--- src/rrts_pkg.sv ---
// rrts_pkg: shared types, codes and sizes for the round robin task switcher
// used by the controller, the datapath, the top level and the checker
// no dependencies
package rrts_pkg;

	localparam int          MAX_TASKS   = 256;
	localparam logic [63:0] STACK_BYTES = 64'd65536;
	localparam int          IDX_W       = 8;
	localparam int          CNT_W       = 9;
	localparam int          PTR_W       = 64;
	localparam int          TS_W        = 2;
	localparam int          STS_W       = 3;

	// stream packing
	localparam int IN_USER_W     = 2;
	localparam int IN_DATA_W     = 3 * PTR_W;
	localparam int OUT_SW_LSB    = STS_W;
	localparam int OUT_RUN_LSB   = OUT_SW_LSB + PTR_W;
	localparam int OUT_REARM_BIT = OUT_RUN_LSB + IDX_W;
	localparam int OUT_LIVE_LSB  = OUT_REARM_BIT + 1;
	localparam int OUT_USED_W    = OUT_LIVE_LSB + CNT_W;
	localparam int OUT_DATA_W    = ((OUT_USED_W + 7) / 8) * 8;

	typedef enum logic [1:0] {
		OP_CREATE = 2'd0,
		OP_START  = 2'd1,
		OP_TICK   = 2'd2,
		OP_EXIT   = 2'd3
	} op_t;

	typedef enum logic [TS_W-1:0] {
		TS_IDLE    = 2'd0,
		TS_READY   = 2'd1,
		TS_RUNNING = 2'd2,
		TS_DEAD    = 2'd3
	} task_st_t;

	typedef enum logic [STS_W-1:0] {
		STS_DONE     = 3'd0,
		STS_FULL     = 3'd1,
		STS_BAD_CUR  = 3'd2,
		STS_NO_RUN   = 3'd3,
		STS_BAD_NEXT = 3'd4,
		STS_HALTED   = 3'd5
	} status_t;

	typedef struct packed {
		logic    latch;
		logic    create_wr;
		logic    start_wr;
		logic    exit_wr;
		logic    save_cur;
		logic    srch_run;
		logic    take_next;
		logic    resume_cur;
		logic    load_sp;
		logic    own_run;
		logic    res_set;
		status_t res_status;
		logic    res_rearm;
		logic    res_run_new;
		logic    set_halt;
		logic    out_load;
	} rrts_cmd_t;

	typedef struct packed {
		op_t  op;
		logic halted;
		logic started;
		logic frame_zero;
		logic full;
		logic cur_bad;
		logic srch_found;
		logic srch_none;
		logic cur_dead;
		logic own_hit;
		logic own_none;
		logic own_empty;
	} rrts_stat_t;

endpackage

--- src/rrts_ctrl.sv ---
// rrts_ctrl: sequencing state machine and stream handshakes
// depends on rrts_pkg
module rrts_ctrl (
	input  logic                 clk,
	input  logic                 arst_n,
	input  logic                 s_tvalid,
	output logic                 s_tready,
	output logic                 m_tvalid,
	input  logic                 m_tready,
	input  rrts_pkg::rrts_stat_t stat,
	output rrts_pkg::rrts_cmd_t  cmd
);
	import rrts_pkg::*;

	typedef enum logic [6:0] {
		S_IDLE = 7'b0000001,
		S_EXEC = 7'b0000010,
		S_CHK  = 7'b0000100,
		S_SRCH = 7'b0001000,
		S_LDSP = 7'b0010000,
		S_OWN  = 7'b0100000,
		S_DONE = 7'b1000000
	} ctrl_st_t;

	ctrl_st_t state_q;
	ctrl_st_t state_nx;
	logic     m_tvalid_q;

	assign s_tready = (state_q == S_IDLE);
	assign m_tvalid = m_tvalid_q;

	always_comb begin
		cmd      = '0;
		state_nx = state_q;
		unique case (state_q)
			S_IDLE: begin
				if (s_tvalid) begin
					cmd.latch = 1'b1;
					state_nx  = S_EXEC;
				end
			end
			S_EXEC: begin
				cmd.res_set = 1'b1;
				state_nx    = S_DONE;
				if (stat.halted) begin
					cmd.res_status = STS_HALTED;
				end else begin
					unique case (stat.op)
						OP_CREATE: begin
							if (stat.full) begin
								cmd.res_status = STS_FULL;
							end else begin
								cmd.create_wr   = 1'b1;
								cmd.res_run_new = 1'b1;
							end
						end
						OP_START: begin
							cmd.start_wr  = 1'b1;
							cmd.res_rearm = 1'b1;
						end
						OP_EXIT: begin
							cmd.exit_wr = 1'b1;
						end
						OP_TICK: begin
							if (stat.frame_zero || !stat.started) begin
								cmd.res_rearm = 1'b1;
							end else begin
								// table reads for the current task issue here
								cmd.res_set = 1'b0;
								state_nx    = S_CHK;
							end
						end
						default: ;
					endcase
				end
			end
			S_CHK: begin
				if (stat.cur_bad) begin
					cmd.res_set    = 1'b1;
					cmd.res_status = STS_BAD_CUR;
					cmd.set_halt   = 1'b1;
					state_nx       = S_DONE;
				end else begin
					cmd.save_cur = 1'b1;
					state_nx     = S_SRCH;
				end
			end
			S_SRCH: begin
				cmd.srch_run = 1'b1;
				priority if (stat.srch_found) begin
					cmd.take_next = 1'b1;
					state_nx      = S_LDSP;
				end else if (stat.srch_none) begin
					cmd.res_set = 1'b1;
					state_nx    = S_DONE;
					if (stat.cur_dead) begin
						cmd.res_status = STS_NO_RUN;
						cmd.set_halt   = 1'b1;
					end else begin
						cmd.resume_cur = 1'b1;
						cmd.res_rearm  = 1'b1;
					end
				end else begin
				end
			end
			S_LDSP: begin
				cmd.load_sp = 1'b1;
				if (stat.own_empty) begin
					cmd.res_set    = 1'b1;
					cmd.res_status = STS_BAD_NEXT;
					cmd.set_halt   = 1'b1;
					state_nx       = S_DONE;
				end else begin
					state_nx = S_OWN;
				end
			end
			S_OWN: begin
				cmd.own_run = 1'b1;
				priority if (stat.own_hit) begin
					cmd.res_set   = 1'b1;
					cmd.res_rearm = 1'b1;
					state_nx      = S_DONE;
				end else if (stat.own_none) begin
					cmd.res_set    = 1'b1;
					cmd.res_status = STS_BAD_NEXT;
					cmd.set_halt   = 1'b1;
					state_nx       = S_DONE;
				end else begin
				end
			end
			S_DONE: begin
				// result register frees up in the cycle its transaction completes
				if (!m_tvalid_q || m_tready) begin
					cmd.out_load = 1'b1;
					state_nx     = S_IDLE;
				end
			end
			default: begin
				state_nx = S_IDLE;
			end
		endcase
	end

	always_ff @(posedge clk or negedge arst_n) begin
		if (!arst_n) begin
			state_q    <= S_IDLE;
			m_tvalid_q <= 1'b0;
		end else begin
			state_q <= state_nx;
			if (cmd.out_load) begin
				m_tvalid_q <= 1'b1;
			end else if (m_tready) begin
				m_tvalid_q <= 1'b0;
			end
		end
	end

endmodule

--- config.mk ---
export PLATFORM = sky130hd
export DESIGN_NAME = rrts_ctrl
export DESIGN_NICKNAME = d
export VERILOG_FILES = /design/src/rrts_pkg.sv /design/src/rrts_ctrl.sv
export SDC_FILE = /design/constraint.sdc
export NUM_CORES = 1
export LEC_CHECK = 0
export BUFFER_PORTS_ARGS = -buffer_cell sky130_fd_sc_hd__buf_2
export CORE_ASPECT_RATIO = 1.4
export CORE_MARGIN = 2
export CORE_UTILIZATION = 35
export DETAILED_ROUTE_END_ITERATION = 8
export GPL_TIMING_DRIVEN = 0
export PLACE_DENSITY_LB_ADDON = 0.08
export SLEW_MARGIN = 20
export SYNTH_ARGS = -nofsm -noshare
export SYNTH_HDL_FRONTEND = slang
export SYNTH_SLANG_ARGS = --single-unit
export TNS_END_PERCENT = 1
--- constraint.sdc ---
create_clock -name clk -period 1.7 [get_ports clk]
set_input_delay 0.17 -clock clk [delete_from_list [all_inputs] [get_ports clk]]
set_output_delay 0.17 -clock clk [all_outputs]
set_load 0.01 [all_outputs]
; After elaboration in Yosys (flattened, before gate mapping)
; Cells that the tools add are included.
[classes]
eq_ne = 14
mux = 61
n_reduce_logical = 7
[op_table]
columns = cell, n
row1 = $mux W7, 11
row2 = $pmux W7 S7, 1
row3 = $mux W1, 32
row4 = $pmux W4 S5, 1
row5 = $mux W3, 6
row6 = $mux W4, 3
row7 = $mux W5, 2
row8 = $eq A7 B1 Y1 const B, 1
row9 = $eq A7 B2 Y1 const B, 1
row10 = $eq A7 B3 Y1 const B, 1
row11 = $eq A7 B4 Y1 const B, 1
row12 = $eq A7 B5 Y1 const B, 1
row13 = $eq A7 B6 Y1 const B, 1
row14 = $eq A7 B7 Y1 const B, 1
row15 = $ne A3 B3 Y1 const B, 2
row16 = $eq A2 B2 Y1 const B, 2
row17 = $mux W2, 2
row18 = $ne A2 B2 Y1 const B, 2
row19 = $pmux W1 S4, 1
row20 = $reduce_and A4 Y1, 1
row21 = $pmux W1 S3, 1
row22 = $eq A2 B1 Y1 const B, 1
row23 = $logic_not A1 Y1, 2
row24 = $logic_not A2 Y1, 1
row25 = other kinds (3), 4
[word_totals]
reg_bits = 8
out_inout_bits = 20
elab_cells = 84

; Logic depth before layout (Yosys ltp)
; Gate-level depths: netlist of the first run.
[logic_depth]
word_depth = 6
depth_mapped = 5
depth_no_buf = 5

; Least setup slack after synthesis of the first run
; OpenSTA, ideal clock, no wires.
[synth_timing]
path_kind = reg2out
start = reg state_q[5]
end = out cmd[16] (netlist bit)
t_arrival_ps = 1655
path_slack_ps = -125
path_stages_with_launch = 5
path_cell_list = dfrtp_1 -> nor3_4 -> nand4b_2 -> nor4b_1 -> buf_4
[synth_lines]
columns = item, line
row1 = "start, declared", rrts_ctrl.sv:25  ; ctrl_st_t state_q;
row2 = "start signal, assigned", rrts_ctrl.sv:149  ; state_q <= state_nx;
row3 = "end, declared", rrts_ctrl.sv:11  ; output rrts_pkg::rrts_cmd_t cmd

==> results of run 1 <==
## layout by cell type (no fill, tap or decap), types with 3 or more instances in the layout
| cell | n |
|---|---|
| nand2b_1 | 3 |
| ha_1 | 4 |
| nor2b_1 | 4 |
| and2_1 | 7 |
| nand2_1 | 3 |
| buf_4 | 7 |
| dfrtp_2 | 5 |
| nand3_1 | 3 |
| inv_1 | 5 |
| nor2_1 | 4 |
| clkbuf_4 | 3 |
| buf_2 | 35 |
## critical path, cell delays in order (launching register included)
cell and delay (ns):
dfrtp_2 0.44, nor3_4 0.32, nand4b_4 0.19, nor4b_4 0.26, buf_4 0.15, buf_6 0.09
## state kept, by name (all words and copies together) (netlist names)
signal / cells
m_tvalid: 1
state_q: 7
## where the power goes
| group | total (mW) | internal [mW] | switching, mW |
|---|---|---|---|
| Sequential | 0.297 | 0.235 | 0.0621 |
| Clock | 0.158 | 0.0900 | 0.0676 |
| Combinational | 0.518 | 0.230 | 0.289 |
## timing repair
item | in CTS | in global routing
hold buffers | 1 | 0
endpoints found under the setup margin | 16 | 19
pin swaps | 10 | 4
gates resized for setup | 13 | 12
setup buffers | 7 | 0
hold endpoints to repair | 8 | 0
## per-stage QoR
stage                     instances  hold WS, ns  total power, mW  setup WS, ns  instance area [um2]
after floorplan                  83      -0.1256           0.5360       0.07130                742.0
after global placement          140      0.02535           0.6589     -0.005184                948.4
after detailed placement        140      0.02883           0.6611      -0.02735                948.4
after CTS                       152      0.08496           0.9083       -0.1573                 1091
after global routing            152      0.08093            1.045       -0.2837                 1160
final                           152      0.08527           0.9729       -0.1775                 1160
## how the worst max path moves through the flow
stage,endpoint,slack (ns),start,cells after the start
6_report,cmd[16],-0.18,state_q[4],5
3_3_place_gp,cmd[16],-0.005,state_q[4],5
3_5_place_dp,cmd[16],-0.03,state_q[4],5
4_1_cts,cmd[16],-0.16,state_q[6],5
2_1_floorplan,cmd[16],0.07,state_q[5],4
5_1_grt,cmd[11],-0.28,state_q[4],5
## cell families (layout without fill, tap and decap cells)
kind of cell,count (synthesis),after routing,synth area share
flops,8,8,0.2738
xor+xnor,1,1,0.01191
fa+ha+maj,4,4,0.06803
buf+inv,6,54,0.03572
compound gates,16,16,0.1565
simple gates,48,48,0.4541
## cell type report
type                    count  share of cell area
plain buffers               1            0.006473
clock buffers               4             0.02265
inverters                   5             0.01618
multi-input cells          69              0.5351
flip-flops and latches      8              0.1791
well taps                  21             0.02265
repair buffers             44              0.2179
## metal layers
metal  vias to the layer above  global-route usage  share of wire
li1                        396                   -              -
met5                         -                   0              0
met3                         2             0.01246          0.048
met1                       382              0.2000           0.37
met4                         0             0.04018          0.011
met2                        25              0.3117           0.57
==> results.py, run 1 <==
metrics = {
    "critical_path": {
        "startpoint_type": "flip-flop",
        "cp_max_fo": 5,
        "reg2reg_to": "state_q[0]",
        "r2r_start": "state_q[4]",
        "cp-end-kind": "primary output",
        "path_class": "flip-flop to primary output",
        "cp_data_required_time_ns": 1.53,
        "cp_data_arrival_time_ns": 1.71,
        "rrSetupSlack_ns": 0.26,
        "r2r_cells": 6,
    },
    "global_route": {
        "grt_usage": 0.1660,
        "first_global_vias": 723,
        "grt_pass1_wl_um": 3236,
        "grt_max_degree": 9,
        "overflow": 0,
        "antenna_found_initial": 0,
    },
    "synth": {
        "yosysUniqueCellTypes": 41,
        "ys_async_sr_fraction": 1.000,
        "ys_top_cells_by_area": "dfrtp_1 (24%), ha_1 (6.8%), and2_1 (6.0%)",
        "synth.avg_cell_area_um2": 8.864,
        "yosysSeqAreaShare": 0.2738,
        "yosysWarnings": 0,
        "yosys.area.top_type": "dfrtp_1",
        "synthCells": 83,
        "netlist_area_um2": 735.7,
        "synth_edf_count": 0,
        "ys.flop_type": "dfrtp_1",
        "synth_common_cells": "and2_1 (7), dfrtp_1 (7), nor2_1 (6)",
        "synth_nets": 104,
        "synth_seq_cells": 8,
        "yosys.area.top_type_share": 0.2381,
    },
    "sta": {
        "tightestPinTransition_ns": 0.3012,
        "setup_slack_ns": -0.1775,
        "post-route-min-period_ns": 1.877,
        "rsz0062_at_grt": "yes",
        "setup_tns_ns": -1.843,
        "setup_viol": 16,
        "fmax_mhz": 532.6,
        "post-route-period-util": 1.104,
        "hold_viol": 0,
        "slew_violations": 0,
        "max-slew-margin-rel": 0.7965,
        "finalClockSkew_ns": 0.003155,
    },
    "power": {
        "power.density_nw_per_um2": 838.8,
        "p_leak_nw": 0.5838,
        "vdd_drop_max_uv": 354.3,
    },
    "floorplan": {
        "die_y_um": 58.25,
        "die_w_um": 42.75,
        "dieArea_um2": 2490,
        "initial_utilization": 0.3729,
        "core_area_um2": 1973,
        "ios": 37,
        "row_count": 19,
    },
    "detailed_routing": {
        "routedWlPerCell_um": 13.60,
        "antenna_left": 0,
        "drc": 0,
        "dr.pass1.iters": 2,
        "finalWirelength_um": 2067,
        "vias": 805,
        "drtIter0Drc": 8,
        "via_per_inst": 5.296,
    },
    "status": {
        "status": "complete, but fails checks",
        "violations": "setup timing",
    },
    "hold_path": {
        "hp-start": "s_tvalid",
        "whs_path_depth": 2,
        "worstHoldEndpoint": "state_q[0]",
        "hold_class": "input pin to flip-flop",
    },
    "cts": {
        "clkSinkCount": 8,
        "clockRootBuffer": "clkbuf_4",
        "cts_tree": "yes",
        "clkTransAtPathRegs_ns": 0.06,
        "clk_latency_ns": 0.25,
        "cts_max_level": 1,
        "cts_made_buffers": 3,
        "cts_max_path_buffers": 2,
    },
    "placed_design": {
        "dpl.hpwl_um": 1485,
        "gp_congestion": 0.7812,
        "portBuffers": 36,
    },
    "cells_and_area": {
        "ff_latch_area_um2": 207.7,
        "fin_nets": 153,
        "multi_input_area_um2": 620.6,
        "fillCellCount": 189,
        "drive_above_1_share": 0.5649,
        "final_util": 0.5878,
        "antenna_cells": 0,
        "synthToLayoutAreaGrowth_pct": 57.65,
    },
    "flow_run": {
        "drv_cap": 0,
    },
}
Note: power is estimated with default switching activity, not from simulation.
==> run 2: changes to the inputs <==
--- a/config.mk
+++ b/config.mk
@@ -5,13 +5,14 @@
 export SDC_FILE = /design/constraint.sdc
 export NUM_CORES = 1
 export LEC_CHECK = 0
-export BUFFER_PORTS_ARGS = -buffer_cell sky130_fd_sc_hd__buf_2
+export BUFFER_PORTS_ARGS = -buffer_cell sky130_fd_sc_hd__buf_4
 export CORE_ASPECT_RATIO = 1.4
 export CORE_MARGIN = 2
 export CORE_UTILIZATION = 35
 export DETAILED_ROUTE_END_ITERATION = 8
 export GPL_TIMING_DRIVEN = 0
 export PLACE_DENSITY_LB_ADDON = 0.08
+export REMOVE_ABC_BUFFERS = 1
 export SLEW_MARGIN = 20
 export SYNTH_ARGS = -nofsm -noshare
 export SYNTH_HDL_FRONTEND = slang
==> run 2 against run 1 <==
Against the previous run: the run still ends with setup timing left; critical path depth up 1; hold slack worse by 0.014 ns; combinational power down 10%; final cell count down 2.6%; via count down 4.1%; global-route usage up 0.11 points; setup slack better by 0.044 ns; sequential power about the same; non-clock buffer count down 4; maximum frequency up 2.4%; clock skew up 0.0020 ns; largest power group unchanged; highest routed layer unchanged.
==> results.py, run 2 (synthesis results as in run 1) <==
metrics = {
    "status": {
        "status": "complete, but fails checks",
        "violations": "setup timing",
    },
    "placed_design": {
        "portBuffers": 36,
        "gp_congestion": 0.7759,
        "placed_area_um2": 1025,
        "dpl.hpwl_um": 1536,
    },
    "sta": {
        "fmax_mhz": 545.5,
        "setup_viol": 12,
        "max-slew-margin-rel": 0.7316,
        "post-route-period-util": 1.078,
        "hold_viol": 0,
        "setup_slack_ns": -0.1333,
        "finalClockSkew_ns": 0.005113,
        "tightestPinTransition_ns": 0.3990,
        "slew_violations": 0,
        "post-route-min-period_ns": 1.833,
        "rsz0062_at_grt": "yes",
        "holdWs_ns": 0.07081,
    },
    "critical_path": {
        "startpoint_type": "flip-flop",
        "cp_max_fo": 6,
        "cp_data_required_time_ns": 1.53,
        "rrSetupSlack_ns": 0.30,
        "cp_data_arrival_time_ns": 1.66,
        "cp-end-kind": "primary output",
        "path_class": "flip-flop to primary output",
    },
    "power": {
        "clkPwrFrac": 0.170,
        "combPwrFrac": 0.504,
        "p_sw_frac": 0.4017,
        "p_leak_nw": 0.5657,
        "p_seq_frac": 0.325,
        "vdd_drop_max_uv": 380.7,
        "switching_power_mw": 0.3709,
        "p_int_mw": 0.5524,
        "power.density_nw_per_um2": 791.8,
        "total_power_mw": 0.9233,
    },
    "floorplan": {
        "die_y_um": 58.25,
        "row_count": 19,
        "die_w_um": 42.75,
        "dieArea_um2": 2490,
        "initial_utilization": 0.3729,
        "ios": 37,
        "core_area_um2": 1973,
    },
    "cts": {
        "cts_made_buffers": 3,
        "clkTransAtPathRegs_ns": 0.05,
        "cts_tree": "yes",
        "clkSinkCount": 8,
        "clk_latency_ns": 0.26,
        "cts_max_path_buffers": 2,
        "clockRootBuffer": "clkbuf_4",
        "cts_max_level": 1,
    },
    "detailed_routing": {
        "drc": 0,
        "drtIter0Drc": 5,
        "via_per_inst": 5.216,
        "antenna_left": 0,
        "wl_met3_um": 105,
        "finalWirelength_um": 1943,
        "met2_length_um": 1032,
        "highest_layer": "met4",
        "dr.pass1.iters": 4,
        "vias": 772,
        "m1WireLength_um": 756,
        "routedWlPerCell_um": 13.13,
    },
    "cells_and_area": {
        "fin_nets": 149,
        "multi_input_area_um2": 573.1,
        "fillCellCount": 183,
        "final_cell_mix": "buf_4 (39), and2_1 (7), inv_1 (5), dfrtp_2 (5)",
        "antenna_cells": 0,
        "ff_latch_area_um2": 207.7,
        "top_register": "state_q",
        "drive_above_1_share": 0.5276,
        "synthToLayoutAreaGrowth_pct": 58.50,
        "largest_reg_flops": 7,
        "finish.instance_area_um2": 1166,
        "final_common_cell": "buf_4",
    },
    "global_route": {
        "grt_pass1_wl_um": 3153,
        "antenna_found_initial": 0,
        "overflow": 0,
        "grt_usage": 0.1671,
        "first_global_vias": 777,
        "grt_max_degree": 9,
    },
    "flow_run": {
        "drv_cap": 0,
    },
    "hold_path": {
        "hold_class": "input pin to flip-flop",
    },
}
## run 2: per-layer routing
| layer | GRT usage | vias up |
|---|---|---|
| met5 | 0 | - |
| met3 | 0.02492 | 4 |
| met1 | 0.1801 | 357 |
| met4 | 0.1071 | 0 |
| li1 | - | 386 |
| met2 | 0.2965 | 25 |
## run 2: worst paths after layout
path | cells past startpoint | end | start
worst max-delay path | 6 | cmd[7] | state_q[5]
worst min-delay path | 2 | state_q[0] | s_tvalid
worst max register to register | 5 | state_q[6] | state_q[5]
worst min register to register | 2 | m_tvalid | m_tvalid
max in group asynchronous | 2 | state_q[0] | arst_n
min in group asynchronous | 2 | m_tvalid | arst_n
## run 2: repair_timing
| item | CTS | global route |
|---|---|---|
| setup buffers | 4 | 0 |
| hold buffers | 1 | 0 |
| setup endpoints to repair | 16 | 18 |
| endpoints found under the hold margin | 8 | 0 |
| gates resized for setup | 15 | 2 |
| pin swaps | 6 | 1 |
## run 2: area by class of cell
class	count	share of cell area
Tap cell	21	0.02253
Inverter	5	0.01609
Sequential cell	8	0.1781
Clock buffer	4	0.02253
Multi-Input combinational cell	69	0.4914
Timing Repair Buffer	41	0.2693
## run 2: stage by stage
step,TNS (ns),worst slack (ns),instances,utilization
finish,-0.9387,-0.1333,148,0.5910
detailed placement,-0.03568,-0.01864,139,0.5193
CTS,-1.087,-0.1365,148,0.5891
floorplan,-0.2367,-0.1184,82,-
global route,-2.444,-0.2299,148,0.5910
global placement,0,0.007511,139,0.5193
## run 2: power by group through the flow
stage	Sequential (mW)	Clock (mW)	Combinational, mW
final	0.300	0.157	0.465
after floorplan	0.277	0	0.257
after global routing	0.304	0.173	0.514
after detailed placement	0.286	0	0.416
after CTS	0.295	0.163	0.468
after global placement	0.286	0	0.408
## run 2: worst max-delay path, cell delays in order (launching register included)
cell and delay, ns:
dfrtp_2 0.44, nor3_4 0.22, buf_6 0.14, nand4b_4 0.16
o22a_1 0.27, nand2_1 0.07, buf_4 0.11
